File: config.mk
export PLATFORM = sky130hd
export DESIGN_NAME = sci_div_cell
export DESIGN_NICKNAME = d
export VERILOG_FILES = /design/src/sci_pkg.sv /design/src/sci_div_cell.sv
export SDC_FILE = /design/constraint.sdc
export NUM_CORES = 1
export LEC_CHECK = 0
export ABC_AREA = 0
export BUFFER_PORTS_ARGS = -buffer_cell sky130_fd_sc_hd__buf_2
export CAP_MARGIN = 20
export CORE_MARGIN = 2
export CORE_UTILIZATION = 47
export CTS_BUF_LIST = sky130_fd_sc_hd__clkbuf_8
export CTS_CLUSTER_SIZE = 8
export DETAILED_ROUTE_END_ITERATION = 8
export GPL_TIMING_DRIVEN = 0
export PLACE_DENSITY = 0.79
export REMOVE_ABC_BUFFERS = 1
export SETUP_SLACK_MARGIN = 0.2
export SYNTH_ARGS = -nofsm -noshare
export SYNTH_HDL_FRONTEND = slang
export SYNTH_SLANG_ARGS = --single-unit
File: constraint.sdc
create_clock -name clk -period 2.7 [get_ports clk]
set_clock_uncertainty 0.2 [all_clocks]
set_input_delay 0.135 -clock clk [delete_from_list [all_inputs] [get_ports clk]]
set_output_delay 0.135 -clock clk [all_outputs]
set_load 0.05 [all_outputs]
File: src/sci_pkg.sv
// ----------------------------------------------------------------------------
// sci_pkg
// Shared types for the segment and circle intersection pipeline.
// ----------------------------------------------------------------------------
package sci_pkg;

    // Number of root cells and of quotient cells in the two chains.
    localparam int SqrtSteps = 32;
    localparam int DivSteps  = 16;

    // Depth that stands for 1.0 in Q1.16.
    localparam logic [16:0] DepthOne = 17'h10000;

    // One input request.
    typedef struct packed {
        logic signed [15:0] start_x;
        logic signed [15:0] start_y;
        logic signed [15:0] ray_dx;
        logic signed [15:0] ray_dy;
        logic signed [15:0] center_x;
        logic signed [15:0] center_y;
        logic        [10:0] radius;
    } in_t;

    // One result request.
    typedef struct packed {
        logic        hit;
        logic [16:0] depth;
    } out_t;

    // Data handed along the square root chain.
    typedef struct packed {
        logic [63:0]        rad;
        logic [33:0]        rem;
        logic [31:0]        root;
        logic [31:0]        a;
        logic signed [33:0] h;
        logic               in_circle;
        logic               miss;
    } sqrt_t;

    // Data handed along the divider chain.
    typedef struct packed {
        logic [31:0] r;
        logic [31:0] a;
        logic [16:0] q;
        logic        in_circle;
        logic        found;
    } div_t;

endpackage

File: src/sci_div_cell.sv
// ----------------------------------------------------------------------------
// sci_div_cell
// One step of restoring division: doubles the remainder and decides one
// quotient bit against the segment length term.
// ----------------------------------------------------------------------------
module sci_div_cell (
    input  logic           clk,
    input  logic           rst_n,
    input  logic           in_valid,
    output logic           in_ready,
    input  sci_pkg::div_t  in_data,
    output logic           out_valid,
    input  logic           out_ready,
    output sci_pkg::div_t  out_data
);

    logic          v_reg;
    sci_pkg::div_t d_reg, d_next;
    logic [32:0]   r2;
    logic          ge;

    assign in_ready = !v_reg || out_ready;

    // Shift and subtract; the remainder always stays below a.
    always_comb
    begin
        r2       = {in_data.r, 1'b0};
        ge       = r2 >= {1'b0, in_data.a};
        d_next   = in_data;
        d_next.r = ge ? 32'(r2 - {1'b0, in_data.a}) : r2[31:0];
        d_next.q = {in_data.q[15:0], ge};
    end

    always_ff @(posedge clk or negedge rst_n)
    begin
        if (!rst_n)
        begin
            v_reg <= 1'b0;
        end
        else if (in_ready)
        begin
            v_reg <= in_valid;
        end
    end

    always_ff @(posedge clk)
    begin
        if (in_ready && in_valid)
        begin
            d_reg <= d_next;
        end
    end

    assign out_valid = v_reg;
    assign out_data  = d_reg;

endmodule

== Yosys cells after proc, flatten, opt, wreduce, memory -nomap -nowiden ==
Index checks and enable logic that the tools add are counted.
Operators by class
  add/subtract/negate cells: 1
  $lt $le $gt $ge: 1
  mux-type cells: 1
  reductions and logical operators: 3
Operators by type and width (number)
  greater-or-equal comparator 33 x 32 -> 1 bit: 1
  two-way mux 32 bit: 1
  subtractor 32 bit: 1
  logical AND 1 bit: 1
  zero test 1 bit: 1
  logical OR 1 bit: 1
Storage, ports and cells
  bits in registers: 84

== Logic depth before layout (Yosys ltp) ==
  depth after elaboration: 3
  gate-level depth with buffers: 14
  gate-level depth less buffers: 11

== Least setup slack after synthesis ==
OpenSTA, ideal clock, no wires.
  path kind: reg-to-reg
  start point: register v_reg (netlist: out_valid)
  end point: register d_reg (netlist bit out_data[0]) (enable)
  arrival time: 3075 ps
  data required time: 2050 ps
  slack: -1025 ps
  stages on the path, launching flop included: 3
  buffers on the path: 0
  period minus slack after synthesis: 3725 ps
  path through: dfrtp_1 -> nand2b_1 -> and2_1
On the way
  longest elaborated chain between the ends: 3
RTL lines
  start: declaration: RTL line sci_div_cell.sv:17  | logic v_reg;
  start signal: assignment: RTL line sci_div_cell.sv:42  | v_reg <= in_valid;
  zero test 1 bit: RTL line sci_div_cell.sv:22  | assign in_ready = !v_reg || out_ready;
  logical OR 1 bit: RTL line sci_div_cell.sv:22
  named net in_ready: RTL line sci_div_cell.sv:10  | output logic in_ready,
  logical AND 1 bit: RTL line sci_div_cell.sv:48  | if (in_ready && in_valid)
  end signal: assignment: RTL line sci_div_cell.sv:50  | d_reg <= d_next;
  end: declaration: RTL line sci_div_cell.sv:18  | sci_pkg::div_t d_reg, d_next;
The timed path passes the listed nets, and every way through them passes these cells.
A chain may end at the register's enable or synchronous reset.

==> metrics <==
status finished, final reports clean; Clock transition at path regs 0.08 ns; CP max FO 14; remaining routing DRC violations 0; Post-DRT Antenna Nets 0; cell taking the most area after synthesis edfxtp_1; Worst Setup End Kind flop; grt ovf 0; final setup margin 0.00533 ns; top cell type's share of synthesized area 0.503; dpl hpwl 8.95 mm; ranking of synthesized cells by area edfxtp_1 (50%), ha_1 (8.1%), mux2_4 (5.8%), inv_1 (2.7%), xnor2_1 (2.5%); Max rail drop VDD 0.327 mV; CTS Buf Count 9; Final Max Tran Viols 0; Main synth FF type edfxtp_1; Ys Warns 0; CTS tree yes; synth cell count leaders edfxtp_1 (83), inv_1 (35), ha_1 (32); share of layout cells above drive strength 1 0.406; Ports between 150 and 200; Tightest Pin Transition 0.460 ns; GPL Wtd Cong 0.829; die extent in y 107 um; DRT Pass-1 Iters 5; Worst path slowest cell or4b_4; largest net degree at the start of global routing 55; Setup CP Type in -> reg; H-tree depth 3; drt first-iter violations between 200 and 250; Bufs on Longest Clock Path 2; antenna fix cells 0; wire per inst approximately 18 um; vias per cell 5.41; critical path, cell by cell buf_8, inv_4, ha_4, a211oi_4, nor2_2, or4b_4, o2111ai_4, a21oi_4, o21ai_4, and3_4, buf_12, inv_16, mux2_4; routed wire length 15.2 mm; fin area approximately 7500 sq um; setup_tns 0 ns; final net count 804; Place WS -1.05 ns; cell leakage power 3.29 nW; die area 11400 sq um; aggregate global-route resource usage 0.253; fin crit share 0.998; maximum clock rate 371 MHz; core area between 10000 and 15000 sq um; vias in the first global route 4484; Port-buffer cells 170; Syn Area/Cell 12.2 sq um; Die Width 107 um; Final Util 0.730; antenna violations before repair 0; max incr delay on CP 0.51 ns; #FFs+latches synth 84; Pwr Total a little over 4 mW; starting density of the core 0.482; unique cell type count in the Yosys netlist 57; WP data arrival 2.61 ns; Final Hold Viols 0; dpl cell area 5910 sq um; RSZ-0062 raised after global routing yes; max_cap viols 0; startpoint types primary input; CTS Sinks 84; fin crit period between 2 and 3 ns; asr flop ratio synth 0.0119; Non-Filler Instances 825; CP required 2.61 ns; Root Driver clkbuf_8; first-pass GRT wire length 22.4 mm; setup violators final 0; Site Rows 37; via count 4464; Worst-Skew Late Latency 0.36 ns; Synth Instances 407; Seq/Total Area, Yosys 0.508; dpl cells approximately 700; number of synthesized flops with an enable pin 83; relative slew slack 0.692; WHS 0.0447 ns; Hold/Removal Path Class in -> reg; Pwr Density 544 nW/um^2; most frequent cell after synthesis edfxtp_1; Syn-to-layout area delta 51.5%; mapped cell area 4950 sq um
==> power breakdown <==
group	internal, mW	total (mW)	switching, mW
logic	0.602	1.47	0.871
clock network	0.541	1.01	0.472
registers	1.57	1.60	0.0263
total	2.71	4.08	1.37
==> worst paths after layout <==
path | from | end | slack, ns | cells after the start
max | in_data[29] | out_data[77]$_DFFE_PP_ | 0.005 | 13
max reg2reg | out_valid$_DFFE_PN0N_ | out_data[45]$_DFFE_PP_ | 0.85 | 3
min | in_data[19] | out_data[19]$_DFFE_PP_ | 0.04 | 2
max in group asynchronous | rst_n | out_valid$_DFFE_PN0N_ | 1.76 | 3
min reg2reg | out_valid$_DFFE_PN0N_ | out_data[29]$_DFFE_PP_ | 0.81 | 2
min in group asynchronous | rst_n | out_valid$_DFFE_PN0N_ | 0.43 | 3
==> worst max-delay path, delay by kind of cell <==
kind / cells / cell delay [ns]
compound gates: 4 / 0.77
simple gates: 3 / 0.83
fa+ha+maj: 1 / 0.21
buf+inv: 4 / 0.37
mux: 1 / 0.29
==> area by class of cell <==
type / count / area [sq um]
Fill cell: 686 / 2770
Sequential cell: 84 / 2520
Multi-Input combinational cell: 274 / 2480
Timing Repair Buffer: 277 / 1930
Tap cell: 136 / 170
Inverter: 36 / 154
Clock buffer: 10 / 138
Clock inverter: 6 / 81.3
Timing Repair inverter: 2 / 36.3
==> repair_timing <==
item,in CTS,in global routing
buffers inserted,14,7
endpoints found under the setup margin,33,32
pin swaps,12,11
resized for setup,46,22
cloned,2,0
hold buffers,85,0
hold endpoints to repair,84,0
==> cells in the final DEF, fill, tap and decap left out, types with 4 or more instances in the layout <==
cell	synthesis	final
a21o_1	15	15
nand3_1	6	6
xnor2_1	14	14
o31ai_1	6	4
dlygate4sd3_1	0	84
mux2_2	8	8
ha_4	0	11
nor2_1	18	17
nand2b_1	5	5
nor2b_1	4	4
a31oi_1	4	4
xor2_1	11	11
o211ai_1	4	4
a21oi_1	23	22
ha_1	32	17
buf_4	0	19
and2_1	5	4
clkbuf_8	0	10
o21ai_0	18	16
buf_2	0	167
nand4_1	12	12
mux2_4	19	19
o21a_1	7	5
edfxtp_1	83	83
ha_2	0	4
nand2_1	15	15
inv_1	35	34
==> registers in the layout (all words and copies together), names as in the netlist <==
register / cells
out_data: 83
out_valid: 1
==> per-layer routing <==
metal,global-route usage,up-vias,wire length [um]
met5,0,-,0
met4,0.0677,0,403
met1,0.303,2117,6110
met2,0.456,231,7590
met3,0.0578,36,1070
li1,-,2080,-
==> logic make-up (layout without fill, tap and decap cells) <==
kind of cell	Yosys count	in the layout	share of synthesized area
flops	84	84	0.508
compound gates	102	102	0.142
xor+xnor	25	25	0.0442
mux	29	29	0.0798
buf+inv	49	331	0.0485
simple gates	85	85	0.0924
fa+ha+maj	33	33	0.0849
Power figures use the tool's default switching activity.
