<file path="src/sci_pkg.sv">
// ----------------------------------------------------------------------------
// sci_pkg
// Shared types for the segment and circle intersection pipeline.
// ----------------------------------------------------------------------------
package sci_pkg;

    // Number of root cells and of quotient cells in the two chains.
    localparam int SqrtSteps = 32;
    localparam int DivSteps  = 16;

    // Depth that stands for 1.0 in Q1.16.
    localparam logic [16:0] DepthOne = 17'h10000;

    // One input request.
    typedef struct packed {
        logic signed [15:0] start_x;
        logic signed [15:0] start_y;
        logic signed [15:0] ray_dx;
        logic signed [15:0] ray_dy;
        logic signed [15:0] center_x;
        logic signed [15:0] center_y;
        logic        [10:0] radius;
    } in_t;

    // One result request.
    typedef struct packed {
        logic        hit;
        logic [16:0] depth;
    } out_t;

    // Data handed along the square root chain.
    typedef struct packed {
        logic [63:0]        rad;
        logic [33:0]        rem;
        logic [31:0]        root;
        logic [31:0]        a;
        logic signed [33:0] h;
        logic               in_circle;
        logic               miss;
    } sqrt_t;

    // Data handed along the divider chain.
    typedef struct packed {
        logic [31:0] r;
        logic [31:0] a;
        logic [16:0] q;
        logic        in_circle;
        logic        found;
    } div_t;

endpackage

</file>
<file path="src/sci_root_sel.sv">
// ----------------------------------------------------------------------------
// sci_root_sel
// Picks the first root in range, larger one first, and prepares the
// remainder and top quotient bit for the divider chain.
// ----------------------------------------------------------------------------
module sci_root_sel (
    input  logic            clk,
    input  logic            rst_n,
    input  logic            in_valid,
    output logic            in_ready,
    input  sci_pkg::sqrt_t  in_data,
    output logic            out_valid,
    input  logic            out_ready,
    output sci_pkg::div_t   out_data
);

    typedef struct packed {
        logic [31:0] n;
        logic [31:0] a;
        logic        in_circle;
        logic        found;
    } sel_t;

    logic               v1_reg, v2_reg;
    logic               rdy1, rdy2;
    sel_t               p1_reg, p1_next;
    sci_pkg::div_t      p2_reg, p2_next;
    logic signed [34:0] n1;
    logic signed [34:0] n2;
    logic               ok1;
    logic               ok2;

    assign rdy2     = !v2_reg || out_ready;
    assign rdy1     = !v1_reg || rdy2;
    assign in_ready = rdy1;

    // Both numerators, each checked against [0, a].
    always_comb
    begin
        n1  = {3'b000, in_data.root} - {in_data.h[33], in_data.h};
        n2  = -{in_data.h[33], in_data.h} - {3'b000, in_data.root};
        ok1 = !n1[34] && (n1[33:0] <= {2'b00, in_data.a});
        ok2 = !n2[34] && (n2[33:0] <= {2'b00, in_data.a});
        p1_next.n         = ok1 ? n1[31:0] : n2[31:0];
        p1_next.a         = in_data.a;
        p1_next.in_circle = in_data.in_circle;
        p1_next.found     = !in_data.in_circle && !in_data.miss && (ok1 || ok2);
    end

    // A zero numerator gives depth one; otherwise a - n stays below a.
    always_comb
    begin
        p2_next.a         = p1_reg.a;
        p2_next.in_circle = p1_reg.in_circle;
        p2_next.found     = p1_reg.found;
        if (p1_reg.n == 32'd0)
        begin
            p2_next.r = '0;
            p2_next.q = 17'd1;
        end
        else
        begin
            p2_next.r = p1_reg.a - p1_reg.n;
            p2_next.q = '0;
        end
    end

    always_ff @(posedge clk or negedge rst_n)
    begin
        if (!rst_n)
        begin
            v1_reg <= 1'b0;
            v2_reg <= 1'b0;
        end
        else
        begin
            if (rdy1) v1_reg <= in_valid;
            if (rdy2) v2_reg <= v1_reg;
        end
    end

    always_ff @(posedge clk)
    begin
        if (rdy1 && in_valid) p1_reg <= p1_next;
        if (rdy2 && v1_reg)   p2_reg <= p2_next;
    end

    assign out_valid = v2_reg;
    assign out_data  = p2_reg;

endmodule

</file>
<file path="config.mk">
export PLATFORM = sky130hd
export DESIGN_NAME = sci_root_sel
export DESIGN_NICKNAME = d
export VERILOG_FILES = /design/src/sci_pkg.sv /design/src/sci_root_sel.sv
export SDC_FILE = /design/constraint.sdc
export NUM_CORES = 1
export LEC_CHECK = 0
export BUFFER_PORTS_ARGS = -buffer_cell sky130_fd_sc_hd__buf_4
export CORE_MARGIN = 5
export CORE_UTILIZATION = 56
export CTS_CLUSTER_SIZE = 10
export DETAILED_ROUTE_END_ITERATION = 16
export GPL_TIMING_DRIVEN = 0
export PLACE_DENSITY = 0.83
export SLEW_MARGIN = 20
export SYNTH_ARGS = -nofsm -noshare
export SYNTH_HDL_FRONTEND = slang
export SYNTH_SLANG_ARGS = --single-unit
</file>
<file path="constraint.sdc">
create_clock -name clk -period 4 [get_ports clk]
set_clock_uncertainty 0.1 [all_clocks]
set_input_delay 0.2 -clock clk [delete_from_list [all_inputs] [get_ports clk]]
set_output_delay 0.2 -clock clk [all_outputs]
set_load 0.05 [all_outputs]
</file>
Word level (Yosys, flattened, before mapping)

Index checks and enable logic that the tools add are counted.

Register bits: 151
Output and inout bits: 85
Word-level logic and storage cells: 35

$add $sub $neg: 4
Magnitude comparators: 2
Multiplexer cells: 2
Reduce and logical (&&, ||, !) cells: 16

Operators by type and width:

| operator                                         | count |
|---|---|
| 34-bit by 32-bit <= comparator with 1-bit output | 2 |
| 35-bit negator                                   | 1 |
| 33-bit by 34-bit subtractor with 35-bit output   | 1 |
| 35-bit by 32-bit subtractor with 35-bit output   | 1 |
| 32-bit logical NOT                               | 1 |
| 32-bit two-way mux                               | 1 |
| 32-bit subtractor                                | 1 |
| 1-bit logical AND                                | 6 |
| 1-bit logical NOT                                | 6 |
| 1-bit logical OR                                 | 3 |
| 1-bit two-way mux                                | 1 |

Depth between registers and ports, before layout

Depth in word-level cells: 6
Depth in mapped cells: 23
Gate-level depth less buffers: 23

Least setup slack after synthesis

OpenSTA, ideal clock, no wires.

Path type: input port to flip-flop
Start: input in_data[4] in the netlist's numbering
End: register p1_reg[0] in the netlist's numbering (data pin)
Setup time: 169 ps
Arrival time: 4233 ps
Required time: 3731 ps
Slack: -502 ps
Cell stages on the path: 22
Cells stage by stage: inv_1 -> ha_1 -> inv_1 -> fa_1 -> nor2b_1 -> o21ai_0 -> o21ai_0 -> a221oi_1 -> o21a_1 -> nor3_1 -> a21o_1 -> a21oi_1 -> xnor2_1 -> ha_1 -> a21o_1 -> a21o_1 -> a21oi_1 -> o21ai_0 -> a21oi_1 -> a31oi_1 -> or4_1 -> o31ai_1

RTL lines:

| item                 | RTL line           | RTL |
|---|---|---|
| start, declared      | sci_root_sel.sv:11 | `input sci_pkg::sqrt_t in_data,` |
| end signal, assigned | sci_root_sel.sv:84 | `if (rdy1 && in_valid) p1_reg <= p1_next;` |
| end, declared        | sci_root_sel.sv:26 | `sel_t p1_reg, p1_next;` |

==> flow_summary.json <==
{
  "run_status": "finished with violations",
  "grt_pass1_vias": 9974,
  "clkSlewWorstSetupHoldPaths_ns": 0.07,
  "grt_max_degree": 56,
  "routabilityCongestion": 0.928,
  "violations": "negative setup slack",
  "critical_path_class": "in2reg",
  "num_rows": 53,
  "start_kind": "input pin",
  "dieArea_sq_um": 24300,
  "max-vdd-ir-drop_uv": 277,
  "ys.flop_type": "edfxtp_1",
  "dieWidth_um": 156,
  "largest_reg_flops": 67,
  "whs_endpoint": "p1_reg[34]",
  "place_ws_ns": -1.26,
  "ys_ff_latch": 135,
  "hold_path.class": "in2reg",
  "ant_nets": 0,
  "track_usage_pct": 25.5,
  "cp_slowest_stage_delay_ns": 0.51,
  "portBuffers": 172,
  "fmax_ghz": 0.229,
  "cts_num_sinks": 135,
  "yosysSeqAreaShare_pct": 33.9,
  "fill_cells": 1409,
  "area_delta_synth_final_pct": 31.8,
  "clockPowerShare_pct": 22.3,
  "dp_hpwl_um": 23900,
  "total_power_mw": 6.80,
  "routed_via_density": 5.62,
  "setup_viol": 32,
  "p_seq_share_pct": 28.8,
  "critPathBufInv": 3,
  "slew_violations": 0,
  "netlist-cell-type-count": 62,
  "relSlewSlack_pct": 58.8,
  "drcViolationCount": 0,
  "syn_inst": 1219,
  "utilization_pct": 74.8,
  "fin_area_sq_um": 15700,
  "crit_family": "simple AND/OR/NAND/NOR gates",
  "stdcell_count": 1792,
  "multi_input_area_sq_um": 7800,
  "ios": 287,
  "hold_violations": 0,
  "wl_per_cell_um": 17.7,
  "crit_required_ns": 4.07,
  "clockRootBuffer": "clkbuf_16",
  "p_int_mw": 4.13,
  "syn-mean-instance-area_sq_um": 9.79,
  "timing.rr.start": "p1_reg[34]",
  "setup_ws_ns": -0.363,
  "yosys_warnings": 0,
  "min_period_ns": 4.36,
  "ff2ff_path_depth": 11,
  "worst_pin_slew_ns": 0.611,
  "hold_depth": 3,
  "place_area_sq_um": 13800,
  "die_h_um": 156,
  "reg2reg_slack_ns": 0.32,
  "drive_gt1_share_pct": 27.8,
  "power_frac_comb_pct": 48.9,
  "clock_path_buffers": 2,
  "htree_num_levels": 4,
  "async_reset_ff_share_pct": 1.48,
  "hp-start": "in_data[68]",
  "synth-edff-count": 133,
  "endpoint_kind": "register",
  "clk_latency_ns": 0.42,
  "nets": 1901,
  "crit_chain": "buf_4 > inv_1 > ha_4 > or4_4 > or4_4 > nor4_2 > o21ai_1 > o211ai_2 > a21oi_1 > nor2_1 > nor2_1 > xnor2_2 > ha_1 > nand4_1 > nor2_1 > nand3_1 > o21ai_1 > a31oi_1 > o21ai_2 > o21ai_2 > a31o_4 > clkbuf_16 > mux2_4",
  "holdWs_ns": 0.156,
  "p_leak_nw": 7.43,
  "cts_buffers": 17,
  "worst_path_max_delay_cell": "or4_4",
  "power_density_nw_per_um2": 432,
  "r2r_end": "out_data[71]",
  "tns_ns": -10.14,
  "crit_arrival_ns": 4.43,
  "antenna_found_initial": 1,
  "power.switching_mw": 2.66,
  "dp_cells": 1683,
  "core_area_sq_um": 21000,
  "path_max_fanout": 8,
  "cts_tree": "done",
  "min_period_over_period_pct": 109,
  "max_cap_violations": 0,
  "seq_area_sq_um": 4040,
  "detail_route.wirelength_um": 31700,
  "crit_top_cell": "nor2_1",
  "first_iter_violations": 674,
  "grt_setup_unrepaired": "yes",
  "grt_first_pass_wirelength_um": 50100,
  "vias": 10067,
  "drt_pass1_iterations": 5,
  "syn_area_sq_um": 11900,
  "initial_core_util_pct": 56.8,
  "grt_remaining_overflow": 0,
  "sw_frac_of_total_pct": 39.2
}
## worst max-delay path by stage
stage                 from          to  slack, ns  depth (start not counted)
3_5_place_dp    in_data[3]  p1_reg[40]      -1.26                         22
4_1_cts        in_data[68]  p1_reg[42]      -0.22                         23
5_1_grt         in_data[4]  p1_reg[49]      -0.57                         24
6_report       in_data[21]  p1_reg[49]      -0.36                         23
3_3_place_gp    in_data[3]  p1_reg[55]      -1.19                         22
2_1_floorplan   in_data[3]   p1_reg[0]      -0.19                         23
## kinds of logic (layout without fill, tap and decap cells)
kind of cell / after synthesis / count (layout) / synth area share [%]
compound gates: 304 / 304 / 16.5
simple gates: 272 / 272 / 11.8
fa+ha+maj: 196 / 196 / 20.7
buf+inv: 196 / 478 / 7.08
flops: 135 / 135 / 33.9
xor+xnor: 84 / 84 / 6.16
mux: 31 / 31 / 3.84
other cells: 1 / 17 / 0.0314
## cell usage after synthesis, types with 3 or more instances
cell	count	area [sq um]
and2_1	6	37.5
a31oi_1	10	62.6
edfxtp_1	133	3990
a21oi_1	95	475
or2_2	3	18.8
mux2_4	29	435
nand3_1	14	70.1
a2111oi_0	3	26.3
xor2_1	26	228
a211oi_1	13	97.6
xnor2_1	58	508
a221oi_1	4	35.0
a21o_1	53	398
and3_1	10	62.6
and4_1	6	52.6
a211o_1	3	26.3
nand2b_1	18	113
ha_1	193	2410
nor2_1	93	349
nand3b_1	3	22.5
nor4_1	10	62.6
buf_12	3	60.1
or3_1	3	18.8
fa_1	3	60.1
o31ai_1	9	67.6
nand2_1	27	101
o21bai_1	17	128
o211ai_1	4	30.0
inv_1	169	634
nor3_1	19	95.1
o21ai_0	56	280
nor2b_1	25	156
buf_4	16	120
o21ai_1	4	20.0
nand4_1	27	169
o21a_1	13	97.6
clkbuf_1	8	30.0
## area by class of cell
type	instances	share of cell area, %
clock inverter	15	0.971
sequential	135	25.7
inverter	169	4.15
clock buffer	17	2.71
buffer	24	1.27
timing repair buffer	253	13.4
antenna	1	0.0159
multi-input combinational	903	49.6
tap	275	2.19
## worst register-to-register path, stage by stage (launching register included)
cell	delay, ns
edfxtp_1	0.49
ha_1	0.26
fa_1	0.39
nor2b_1	0.22
o31ai_1	0.14
a31oi_1	0.41
a31oi_1	0.20
o31ai_1	0.29
a21oi_1	0.14
o21bai_1	0.14
a211oi_1	0.10
a2111oi_0	0.52
## cell usage in the layout, fill, tap and decap left out, drive strengths merged, types with 4 or more instances in the layout
cell / Yosys / layout
o211ai: 5 / 5
and2: 6 / 6
nand2b: 18 / 18
edfxtp: 133 / 133
xor2: 26 / 26
nand3: 14 / 14
a211oi: 13 / 13
o21a: 13 / 13
mux2: 31 / 31
nor3: 19 / 19
or4: 4 / 4
buf: 19 / 232
nor2b: 25 / 25
ha: 193 / 193
conb: 1 / 16
and4: 6 / 6
a31oi: 10 / 10
nand2: 27 / 27
o21ai: 60 / 60
nor4: 11 / 11
o21bai: 17 / 17
a221oi: 5 / 5
inv: 169 / 181
and3: 10 / 10
a21oi: 96 / 96
nor2: 93 / 93
dlygate4sd3: 0 / 38
xnor2: 58 / 58
a21o: 53 / 53
nand4: 27 / 27
o31ai: 9 / 9
clkbuf: 8 / 24
## routing by layer
layer / global-route usage (%) / vias up / routed length (um)
li1: - / 4944 / -
met1: 33.4 / 4671 / 13500
met2: 43.8 / 383 / 15500
met3: 2.75 / 69 / 1650
met4: 9.21 / 0 / 1060
met5: 0 / - / 0
## what timing repair did
action / in CTS / in global routing
endpoints found under the setup margin: 32 / 34
setup buffers: 32 / 6
gates resized for setup: 102 / 26
pin swaps: 35 / 15
cloned: 1 / 2
hold buffers: 38 / 0
hold endpoints to repair: 38 / 0
## power by group through the flow
| stage | clock [mW] | sequential [mW] | combinational (mW) |
|---|---|---|---|
| after CTS | 1.51 | 1.95 | 3.18 |
| after detailed placement | 0 | 1.98 | 2.93 |
| after floorplan | 0 | 2.34 | 1.82 |
| after global routing | 1.60 | 1.97 | 3.59 |
| final | 1.52 | 1.96 | 3.32 |
| after global placement | 0 | 1.98 | 2.85 |
No activity file was read; power rests on OpenSTA's default activity.
