===== src/sci_pkg.sv =====
// ----------------------------------------------------------------------------
// sci_pkg
// Shared types for the segment and circle intersection pipeline.
// ----------------------------------------------------------------------------
package sci_pkg;

    // Number of root cells and of quotient cells in the two chains.
    localparam int SqrtSteps = 32;
    localparam int DivSteps  = 16;

    // Depth that stands for 1.0 in Q1.16.
    localparam logic [16:0] DepthOne = 17'h10000;

    // One input request.
    typedef struct packed {
        logic signed [15:0] start_x;
        logic signed [15:0] start_y;
        logic signed [15:0] ray_dx;
        logic signed [15:0] ray_dy;
        logic signed [15:0] center_x;
        logic signed [15:0] center_y;
        logic        [10:0] radius;
    } in_t;

    // One result request.
    typedef struct packed {
        logic        hit;
        logic [16:0] depth;
    } out_t;

    // Data handed along the square root chain.
    typedef struct packed {
        logic [63:0]        rad;
        logic [33:0]        rem;
        logic [31:0]        root;
        logic [31:0]        a;
        logic signed [33:0] h;
        logic               in_circle;
        logic               miss;
    } sqrt_t;

    // Data handed along the divider chain.
    typedef struct packed {
        logic [31:0] r;
        logic [31:0] a;
        logic [16:0] q;
        logic        in_circle;
        logic        found;
    } div_t;

endpackage


===== src/sci_sqrt_cell.sv =====
// ----------------------------------------------------------------------------
// sci_sqrt_cell
// One digit of the integer square root: brings down two radicand bits and
// decides one root bit.
// ----------------------------------------------------------------------------
module sci_sqrt_cell (
    input  logic            clk,
    input  logic            rst_n,
    input  logic            in_valid,
    output logic            in_ready,
    input  sci_pkg::sqrt_t  in_data,
    output logic            out_valid,
    input  logic            out_ready,
    output sci_pkg::sqrt_t  out_data
);

    logic           v_reg;
    sci_pkg::sqrt_t d_reg, d_next;
    logic [34:0]    rem_sh;
    logic [34:0]    trial;
    logic           ge;

    assign in_ready = !v_reg || out_ready;

    // Trial subtraction of 4*root + 1 from the shifted remainder.
    always_comb
    begin
        rem_sh      = {in_data.rem[32:0], in_data.rad[63:62]};
        trial       = {1'b0, in_data.root, 2'b01};
        ge          = rem_sh >= trial;
        d_next      = in_data;
        d_next.rad  = {in_data.rad[61:0], 2'b00};
        d_next.rem  = ge ? 34'(rem_sh - trial) : rem_sh[33:0];
        d_next.root = {in_data.root[30:0], ge};
    end

    always_ff @(posedge clk or negedge rst_n)
    begin
        if (!rst_n)
        begin
            v_reg <= 1'b0;
        end
        else if (in_ready)
        begin
            v_reg <= in_valid;
        end
    end

    always_ff @(posedge clk)
    begin
        if (in_ready && in_valid)
        begin
            d_reg <= d_next;
        end
    end

    assign out_valid = v_reg;
    assign out_data  = d_reg;

endmodule


===== config.mk =====
export PLATFORM = sky130hd
export DESIGN_NAME = sci_sqrt_cell
export DESIGN_NICKNAME = d
export VERILOG_FILES = /design/src/sci_pkg.sv /design/src/sci_sqrt_cell.sv
export SDC_FILE = /design/constraint.sdc
export NUM_CORES = 1
export LEC_CHECK = 0
export BUFFER_PORTS_ARGS = -buffer_cell sky130_fd_sc_hd__buf_2
export CORE_AREA = 5 5 151 153
export DETAILED_ROUTE_END_ITERATION = 6
export DIE_AREA = 0 0 156 158
export PLACE_DENSITY_LB_ADDON = 0.1
export SLEW_MARGIN = 10
export SYNTH_ARGS = -nofsm -noshare
export SYNTH_HDL_FRONTEND = slang
export SYNTH_SLANG_ARGS = --single-unit

===== constraint.sdc =====
create_clock -name clk -period 16.1 [get_ports clk]
set_input_delay 1.61 -clock clk [delete_from_list [all_inputs] [get_ports clk]]
set_output_delay 1.61 -clock clk [all_outputs]
set_load 0.1 [all_outputs]

# ---- Yosys cells after proc, flatten, opt, wreduce, memory -nomap -nowiden
# Index checks and enable logic that the tools add are counted.
dict set report word_totals {
  regBits 197
  inputBits 202
  out_inout_bits 200
  elab_cells 14
}
dict set report op_classes {
  addsub 1
  magnitude_cmp 1
  n_mux 1
  n_reduce_logical 3
}
# op n
set op_table {}
lappend op_table {{$ge 35x34->1} 1}
lappend op_table {{$mux 34} 1}
lappend op_table {{$sub 34x34->34} 1}
lappend op_table {{$logic_and 1x1->1} 1}
lappend op_table {{$logic_not 1->1} 1}
lappend op_table {{$logic_or 1x1->1} 1}

# ---- Logic depth before layout (Yosys ltp)
# Gate-level depths: netlist of the first run.
dict set report depth {
  word_depth 3
  mapped_depth 13
  ltp_nobuf 10
}

# ---- Least setup slack after synthesis of the first run
# Ideal clock, no wire load.
dict set report synth_path {
  path_type {in2reg}
  from {input port out_ready}
  to {register d_reg (netlist bit out_data[0]) (enable)}
  setup_ps 579
  arrival_ps 6983
  required_time_ps 15521
  path_slack_ps 8539
  cell_stages 2
  path_buffers 0
  path_cell_list {nand2b_1 > and2_1}
}
dict set report synth_between {
  elab_chain_cells 2
}
# item line_no
set synth_rtl {}
lappend synth_rtl {{start, declared} sci_sqrt_cell.sv:13} ;# input logic out_ready,
lappend synth_rtl {{$logic_or 1x1->1} sci_sqrt_cell.sv:23} ;# assign in_ready = !v_reg || out_ready;
lappend synth_rtl {{$logic_and 1x1->1} sci_sqrt_cell.sv:51} ;# if (in_ready && in_valid)
lappend synth_rtl {{end signal, assigned} sci_sqrt_cell.sv:53} ;# d_reg <= d_next;
lappend synth_rtl {{end, declared} sci_sqrt_cell.sv:18} ;# sci_pkg::sqrt_t d_reg, d_next;
# Every way passes these cells.
# A chain may end at the register's enable or synchronous reset.

==> results of run 1 <==
## cell families after synthesis
family / count (synthesis)
adders and majority gates: 34
other: 1
buffers and inverters: 59
muxes: 5
and+or+nand+nor: 122
DFF: 197
xor gates and xnor gates: 22
AOI/OAI and AO/OA: 141
## cell type report
cell class	count	area (um^2)
clock buffer	17	425
clock inverter	15	190
fill	1952	10100
inverter	44	165
multi-input combinational	326	2220
sequential	197	5910
tap	280	350
timing repair buffer	401	2010
## routing by layer
metal | GRT usage [%] | vias to the layer above | wire length (um)
met4 | 4.79 | 12 | 392
li1 | - | 3009 | -
met1 | 22.0 | 2877 | 9260
met3 | 7.08 | 30 | 2290
met2 | 35.8 | 218 | 13600
met5 | 0 | - | 91
## through the flow
step	worst slack, ps	power [mW]
after CTS	11250	1.47
final	11320	1.46
after detailed placement	10780	1.04
after global placement	10800	1.03
after floorplan	8540	0.957
after global routing	11060	1.52
## Yosys cell counts (5+ instances only)
library cell	instances
nor2_1	20
xnor2_1	16
o31ai_1	5
nor2b_1	5
o21ai_0	42
a21o_1	11
nand2b_1	7
inv_1	43
ha_1	34
nor3_1	8
o21a_1	8
a21oi_1	36
buf_2	5
edfxtp_1	196
xor2_1	6
nand3_1	10
a31oi_1	6
nand2_1	47
## worst min path at each step
| stage | end | cells past startpoint | from | slack, ps |
|---|---|---|---|---|
| after floorplan | out_valid$_DFFE_PN0N_ | 0 | rst_n | 1310 |
| after global placement | out_valid$_DFFE_PN0N_ | 2 | out_valid$_DFFE_PN0N_ | 510 |
| after detailed placement | out_valid$_DFFE_PN0N_ | 2 | out_valid$_DFFE_PN0N_ | 520 |
| after CTS | out_valid$_DFFE_PN0N_ | 2 | out_valid$_DFFE_PN0N_ | 540 |
| after global routing | out_valid$_DFFE_PN0N_ | 2 | out_valid$_DFFE_PN0N_ | 600 |
| final | out_valid$_DFFE_PN0N_ | 2 | out_valid$_DFFE_PN0N_ | 540 |
## critical path: cells and delay by family
family / cells / cell delay [ps]
AO/OA/AOI/OAI: 5 / 1760
buffers and inverters: 4 / 720
adder cells (fa/ha/maj): 1 / 330
multiplexers: 1 / 310
AND/OR/NAND/NOR: 1 / 200
## registers in the layout, indices dropped and copies added (netlist names)
signal     flops
out_valid      1
out_data     196
## power groups by stage
stage                     combinational, mW  clock, mW  sequential, mW
after global placement                0.409          0           0.624
after floorplan                      0.0965          0           0.860
after detailed placement              0.411          0           0.625
final                                 0.409      0.435           0.614
after CTS                             0.412      0.446           0.614
after global routing                  0.429      0.472           0.617
==> impl_metrics.py, run 1 <==
metrics = {
    "final_layout": {
        "fin_util_pct": 52.6,
        "layout_commonest_cell": "buf_2",
        "diodes": 0,
        "fin_cells": 1280,
        "layout_common_cells": "buf_2 (398), edfxtp_1 (196), nand2_1 (47)",
        "area_growth_pct": 34.6,
        "layout-drive-gt1-share_pct": 44.7,
        "final_area_um2": 11300,
        "nets": 1223,
    },
    "cts": {
        "cts_resized": 0,
        "clkSlewWorstSetupHoldPaths_ps": 90,
        "cts_tree": "yes",
        "clockBufferDepth": 2,
        "cts_hold_buf": 0,
        "root_buffer": "clkbuf_16",
        "cts_sinks": 197,
        "htree_num_levels": 4,
        "cts_made_buffers": 17,
        "clk_latency_ps": 430,
        "post-cts-setup-buffers": 0,
    },
    "timing": {
        "setup_viol_count_final": 0,
        "fin_hold_ws_ps": 536,
        "fin_skew_ps": 16.5,
        "worst_slew_pin_slew_ps": 986,
        "period_needed_ps": 4780,
        "setup_tns_ps": 0,
        "report.final.slew_viol_count": 0,
        "finalHoldViolations": 0,
        "slew_headroom_pct": 34.3,
        "period_share_pct": 29.7,
        "timing.fmax_mhz": 209,
        "rsz0062_at_grt": "false",
    },
    "synthesis": {
        "synth_area_um2": 8380,
        "synth-xor-area-share_pct": 2.30,
        "muxShareOfSynthArea_pct": 0.672,
        "synth_top_area_share_pct": 70.3,
        "synth_top_cells_by_area": "edfxtp_1 (70%), ha_1 (5.1%), o21ai_0 (2.5%), a21oi_1 (2.2%), nand2_1 (2.1%)",
        "syn_inst": 581,
        "synth.distinct_cells": 63,
        "yosysSeqAreaShare_pct": 70.6,
        "synth_enable_flop_cells": 196,
        "synth_area_per_cell_um2": 14.4,
        "yosys_register_bits": 197,
        "synth_top_area_cell": "edfxtp_1",
        "synth_flop_cell": "edfxtp_1",
        "yosys.area_share.simple_pct": 7.32,
        "synth_top_family_by_area": "compound AO/OA/AOI/OAI gates",
        "async_flop_share_pct": 0.508,
        "ys_warn_count": 0,
        "synth_compound_gate_area_share_pct": 10.9,
        "synthAdderAreaFrac_pct": 5.08,
    },
    "worst_setup_path": {
        "crit_path_cell_trace": "buf_2 -> inv_1 -> ha_1 -> o21a_1 -> o21ai_0 -> a31oi_1 -> a211o_1 -> and2_4 -> a31oi_4 -> buf_4 -> inv_2 -> mux2_4",
        "critPathCaptureType": "flop",
        "required_ps": 16290,
        "cp_slowest_stage_delay_ps": 590,
        "worstSetupPathType": "primary input to flop",
        "critPathLaunchType": "primary input",
        "r2r-start": "out_valid$_DFFE_PN0N_",
        "crit_end": "out_data[125]$_DFFE_PP_",
        "r2r_slack_ps": 12750,
        "cp.arrival_ps": 4970,
        "r2r-end": "out_data[179]$_DFFE_PP_",
        "r2r_cells": 4,
        "worst-path-max-fanout": 38,
        "startpoint": "in_data[68]",
        "cpMaxStageDelayCell": "a31oi_4",
    },
    "detailed_routing": {
        "vias": 6146,
        "drc": 0,
        "wl_per_cell_um": 20.0,
        "wl_um": 25600,
        "via_per_inst": 4.80,
        "dr.pass1.iters": 4,
        "postRouteAntennaNets": 0,
        "drt-initial-drc-count": 308,
    },
    "placement": {
        "placed_cells": 1248,
        "portBuffers": 398,
        "dpl_cell_area_um2": 10700,
        "dp_hpwl_um": 20500,
        "gp_congestion": 0.818,
    },
    "die": {
        "die_area_um2": 24600,
        "die-width_um": 156,
        "core_area_um2": 21400,
        "fp.dieH_um": 158,
        "io_pins": 402,
        "rows": 54,
        "start_util_pct": 39.1,
    },
    "global_routing": {
        "grt_pass1_vias": 6033,
        "track_usage_pct": 19.7,
        "grt_max_degree": 77,
        "grt_overflow": 0,
        "antenna_found_initial": 6,
        "grt_pass1_wl_um": 36500,
    },
    "power": {
        "power_frac_clock_pct": 29.8,
        "switching_share_pct": 38.2,
        "irDropWorstVdd_v": 0.0000652,
        "pwr-share-comb_pct": 28.0,
        "p_int_uw": 900,
        "seqPwrFrac_pct": 42.1,
        "p_leak_nw": 4.88,
        "p_per_area_nw_per_um2": 129,
        "switchingPower_uw": 556,
    },
    "outcome": {
        "status": "finished clean",
    },
    "job": {
        "max_cap_viol_count": 0,
    },
    "min_path": {
        "hp-class": "flop to flop",
    },
}
Note: power is estimated with default switching activity, not from simulation.
==> inputs of run 2 (changes only) <==
Settings changed: ABC_AREA from default to 1, CORE_AREA 5 5 151 153 to 5 5 152 154, DIE_AREA 0 0 156 158 to 0 0 157 159.
Clock period 16.1 ns to 4.85 ns, I/O delays scaled along.
==> run 2 against run 1 <==
  * Non-clock buffer count unchanged
  * Sequential share of layout area decreased by 2.9 points
  * Critical path depth increased by 4
  * Clock power increased to 3.3 times the previous value
  * First-iteration DRC count increased by 12%
==> impl_metrics.py, run 2 <==
metrics = {
    "outcome": {
        "status": "finished clean",
    },
    "die": {
        "die-width_um": 157,
        "fp.dieH_um": 159,
        "rows": 54,
        "io_pins": 402,
        "core_area_um2": 21600,
        "start_util_pct": 41.8,
        "die_area_um2": 25000,
    },
    "synthesis": {
        "synth_top_area_cell": "edfxtp_1",
        "synth_enable_flop_cells": 196,
        "yosys-top-cells-count": "nand2_1 (289), edfxtp_1 (196), inv_1 (140)",
        "synth_area_per_cell_um2": 10.6,
        "yosysMostFrequentCell": "nand2_1",
        "ys_warn_count": 0,
        "synth_top_area_share_pct": 65.4,
        "synth_top_cells_by_area": "edfxtp_1 (65%), nand2_1 (12%), inv_1 (5.8%), ha_1 (4.7%), nor2_1 (2.3%)",
        "syn_inst": 849,
        "yosys_register_bits": 197,
        "async_flop_share_pct": 0.508,
        "synth.distinct_cells": 31,
        "synth_area_um2": 9000,
        "synth_flop_cell": "edfxtp_1",
        "yosysSeqAreaShare_pct": 65.7,
    },
    "global_routing": {
        "grt.busiest_layer": "met2",
        "grt_pass1_vias": 6848,
        "globalRouteMet2Util_pct": 40.0,
        "grt_max_degree": 155,
        "track_usage_pct": 21.8,
        "grt.met1_usage_pct": 24.8,
        "grt_pass1_wl_um": 40800,
        "gr-usage-met3_pct": 6.12,
        "grt_overflow": 0,
        "antenna_found_initial": 5,
    },
    "power": {
        "p_leak_nw": 5.84,
        "p_per_area_nw_per_um2": 407,
        "irDropWorstVdd_v": 0.000236,
    },
    "placement": {
        "dpl_cell_area_um2": 11300,
        "gp_congestion": 0.913,
        "portBuffers": 398,
        "dp_hpwl_um": 22700,
    },
    "cts": {
        "root_buffer": "clkbuf_16",
        "post-cts-setup-buffers": 0,
        "cts_sinks": 197,
        "cts_tree": "yes",
        "cts_resized": 0,
        "htree_num_levels": 4,
        "cts_hold_buf": 1,
        "clkSlewWorstSetupHoldPaths_ps": 80,
        "clk_latency_ps": 430,
        "cts_made_buffers": 17,
        "clockBufferDepth": 2,
    },
    "worst_setup_path": {
        "crit_buf_inv": 5,
        "critPathCaptureType": "flop",
        "cp_common_cell": "nand2_1",
        "worst-path-max-fanout": 37,
        "worstSetupPathType": "primary input to flop",
        "critPathLaunchType": "primary input",
        "cpLargestDelayFamily": "simple AND/OR/NAND/NOR gates",
        "cpMaxStageDelayCell": "inv_4",
        "cp_slowest_stage_delay_ps": 350,
        "cp.arrival_ps": 2600,
        "crit_path_cell_trace": "buf_2 -> inv_1 -> ha_1 -> nand2_1 -> inv_1 -> nand2_1 -> nand2_1 -> inv_1 -> nand3_1 -> nand2_1 -> nand2_2 -> nand2_4 -> nand2_8 -> inv_4 -> nand2_1 -> nand2_1",
        "required_ps": 5150,
    },
    "detailed_routing": {
        "postRouteAntennaNets": 0,
        "wl_per_cell_um": 18.0,
        "wl_um": 28100,
        "drt-initial-drc-count": 345,
        "via_per_inst": 4.59,
        "drc": 0,
        "vias": 7152,
        "dr.pass1.iters": 4,
    },
    "timing": {
        "report.final.slew_viol_count": 0,
        "timing.fmax_mhz": 434,
        "slew_headroom_pct": 38.1,
        "setup_viol_count_final": 0,
        "finalHoldViolations": 0,
        "setup_tns_ps": 0,
        "period_needed_ps": 2300,
        "fin_hold_ws_ps": 216,
        "rsz0062_at_grt": "false",
        "period_share_pct": 47.5,
        "worst_slew_pin_slew_ps": 929,
        "fin_skew_ps": 8.81,
    },
    "final_layout": {
        "fillers": 1985,
        "seq_area_um2": 5910,
        "layout-drive-gt1-share_pct": 35.0,
        "layout_commonest_cell": "buf_2",
        "layout_common_cells": "buf_2 (398), nand2_1 (289), edfxtp_1 (196)",
        "final_area_um2": 11900,
        "fin_util_pct": 55.4,
        "area_growth_pct": 32.7,
        "multi_input_area_um2": 2500,
        "nets": 1498,
        "largest_register_ffs": 196,
    },
    "min_path": {
        "hp-class": "primary input to flop",
    },
    "job": {
        "max_cap_viol_count": 0,
    },
}
[run 2: final cells by class]
cell class,instances,share of cell area (%)
inverter,142,4.48
sequential,197,49.5
multi-input combinational,503,20.9
timing repair buffer,401,17.0
clock buffer,18,3.59
tap,280,2.93
clock inverter,14,1.51
antenna,4,0.0838
[run 2: cell families after synthesis]
family          Yosys count  synth area share (%)
other cells               1                0.0417
xor+xnor                 18                  1.75
flops                   197                  65.7
fa+ha+maj                34                  4.73
compound gates           44                  2.61
buf+inv                 150                  6.74
simple gates            405                  18.4
[run 2: path summary, 6_finish.rpt]
path | start | to | slack [ps] | depth (start not counted)
max in group asynchronous | rst_n | out_valid$_DFFE_PN0N_ | 4420 | 2
setup / recovery | in_data[76] | out_data[121]$_DFFE_PP_ | 2550 | 16
min in group asynchronous | rst_n | out_valid$_DFFE_PN0N_ | 350 | 2
setup reg to reg | out_valid$_DFFE_PN0N_ | out_data[121]$_DFFE_PP_ | 3080 | 2
hold / removal | in_data[54] | out_data[54]$_DFFE_PP_ | 220 | 1
hold reg to reg | out_valid$_DFFE_PN0N_ | out_valid$_DFFE_PN0N_ | 590 | 2
[run 2: where the power goes]
part           total, mW  internal [mW]  switching [mW]  leakage, nW
combinational       1.39          0.253            1.14         3.67
sequential          2.04           2.01          0.0231         1.88
clock               1.43          0.705           0.726        0.294
total               4.86           2.97            1.89         5.84
[run 2: per-layer routing]
| metal | up-vias | wire length, um |
|---|---|---|
| met1 | 3292 | 10500 |
| met3 | 27 | 2360 |
| met5 | - | 24 |
| met2 | 240 | 14700 |
| li1 | 3589 | - |
| met4 | 4 | 479 |
[run 2: stage by stage]
step	std cells	setup slack, ps	total power, mW
2_1_floorplan	850	261	3.18
3_3_place_gp	1522	2080	3.46
3_5_place_dp	1522	2070	3.47
4_1_cts	1555	2490	4.91
5_1_grt	1556	2290	5.06
6_report	1559	2550	4.86
==> inputs of run 3 (changes only) <==
Settings changed: CORE_AREA 5 5 152 154 to default, CORE_MARGIN from default to 5, CORE_UTILIZATION from default to 43, DIE_AREA 0 0 157 159 to default.
Clock period 4.85 ns to 2.1 ns, I/O delays scaled along.
==> run 3 against run 2 <==
  * Critical path depth decreased by 2
  * Clock power increased by 130%
  * Largest power group unchanged
  * Via count increased by 15%
==> impl_metrics.py, run 3 (synthesis gave the netlist of run 2 again) <==
metrics = {
    "outcome": {
        "status": "finished clean",
    },
    "die": {
        "rows": 53,
        "core_area_um2": 20800,
        "io_pins": 402,
        "die_area_um2": 23900,
        "start_util_pct": 43.2,
        "die-width_um": 155,
        "fp.dieH_um": 155,
    },
    "cts": {
        "cts_sinks": 197,
        "root_buffer": "clkbuf_16",
        "cts_tree": "yes",
        "cts_made_buffers": 17,
        "clockBufferDepth": 2,
        "post-cts-setup-buffers": 0,
        "clk_latency_ps": 430,
        "htree_num_levels": 4,
        "clkSlewWorstSetupHoldPaths_ps": 80,
    },
    "detailed_routing": {
        "wl_met1_um": 12200,
        "top_layer": "met5",
        "vias": 8253,
        "drc": 0,
        "via_per_inst": 4.59,
        "dr_wl_met3_um": 1760,
        "wl_per_cell_um": 17.0,
        "wl_um": 30500,
        "drt-initial-drc-count": 478,
        "postRouteAntennaNets": 0,
        "dr.pass1.iters": 7,
        "dr_wl_met2_um": 15700,
    },
    "timing": {
        "fin_skew_ps": 10.9,
        "slew_headroom_pct": 63.1,
        "setup_tns_ps": 0,
        "setup_viol_count_final": 0,
        "report.final.slew_viol_count": 0,
        "rsz0062_at_grt": "false",
        "finalHoldViolations": 0,
        "worst_slew_pin_slew_ps": 557,
        "period_share_pct": 93.4,
        "timing.fmax_mhz": 510,
        "period_needed_ps": 1960,
    },
    "worst_setup_path": {
        "critPathLaunchType": "primary input",
        "startpoint": "in_data[97]",
        "critPathCaptureType": "flop",
        "required_ps": 2290,
        "r2r-start": "out_valid$_DFFE_PN0N_",
        "worst-path-max-fanout": 16,
        "cp.arrival_ps": 2150,
        "worstSetupPathType": "primary input to flop",
    },
    "placement": {
        "dp_hpwl_um": 23000,
        "portBuffers": 398,
        "gp_congestion": 0.892,
    },
    "global_routing": {
        "antenna_found_initial": 2,
        "track_usage_pct": 25.1,
        "grt_overflow": 0,
        "grt_pass1_vias": 8255,
        "grt_max_degree": 39,
        "grt_pass1_wl_um": 46100,
    },
    "min_path": {
        "hp-class": "primary input to flop",
        "hp-start": "in_data[105]",
    },
    "power": {
        "p_leak_nw": 6.96,
        "irDropWorstVdd_v": 0.000558,
        "p_per_area_nw_per_um2": 821,
        "p_total_mw": 11.7,
    },
    "final_layout": {
        "area_growth_pct": 58.9,
        "layout-drive-gt1-share_pct": 35.2,
        "layout_common_cells": "buf_2 (398), nand2_1 (289), edfxtp_1 (196)",
        "layout_commonest_cell": "buf_2",
        "nets": 1745,
        "largest_register_ffs": 196,
    },
    "job": {
        "max_cap_viol_count": 0,
    },
}
run 3: cell types whose count changed in the layout (fill, tap and decap cells not counted), sizes merged:
cell         before  now
buf             400  486
clkbuf           18   17
clkinv            7    9
diode             4    1
dlygate4sd3       1  162
inv             149  148
run 3: area by class of cell:
class,instances,area [um^2]
clock inverters,15,184
flip-flops and latches,197,5910
inverters,142,536
repair buffers,648,4370
clock buffers,17,425
fillers,1672,6530
diodes,1,2.50
multi-input cells,503,2520
well taps,275,344
run 3: routing by layer:
metal	up-vias	global-route usage [%]
met5	-	0
met4	2	8.58
met3	50	4.67
met2	300	45.0
met1	3813	30.5
li1	4088	-
run 3: final timing paths:
path	to	slack, ps	cells past startpoint
max	out_data[123]$_DFFE_PP_	140	14
min	out_data[107]$_DFFE_PP_	50	3
max reg2reg	out_data[109]$_DFFE_PP_	580	2
min reg2reg	out_valid$_DFFE_PN0N_	630	2
max in group asynchronous	out_valid$_DFFE_PN0N_	1940	2
min in group asynchronous	out_valid$_DFFE_PN0N_	70	2
run 3: timing repair:
| item | CTS | global route |
|---|---|---|
| resized for setup | 0 | 5 |
| hold endpoints to repair | 162 | 0 |
| hold buffers | 162 | 0 |
| setup endpoints to repair | 0 | 34 |
run 3: per-stage QoR:
stage	utilization [%]	area (um^2)	hold slack (ps)	setup slack (ps)	std cells
after global placement	57.8	12000	-13.4	-84.5	1603
final	68.7	14300	50.5	138	1798
after floorplan	-	9020	-85.6	-2310	850
after CTS	68.5	14300	38.1	30.0	1797
after detailed placement	57.8	12000	-14.5	-99.1	1603
after global routing	68.7	14300	49.4	4.45	1798
run 3: critical path: stages:
cell and delay [ps]:
dlygate4sd3_1 520, buf_2 100, inv_1 60, ha_4 280, nand2_1 70, nor2_1 130
nand2_1 100, nor2_2 160, a21oi_2 110, nand2_8 100, inv_4 50, buf_12 150
nand2_1 60, nand2_1 60
run 3: power by group:
part	leakage, nW	switching, mW	internal [mW]	total (mW)
Clock	0.294	1.68	1.62	3.30
Sequential	1.88	0.0607	4.65	4.71
Combinational	4.79	2.74	1.00	3.74
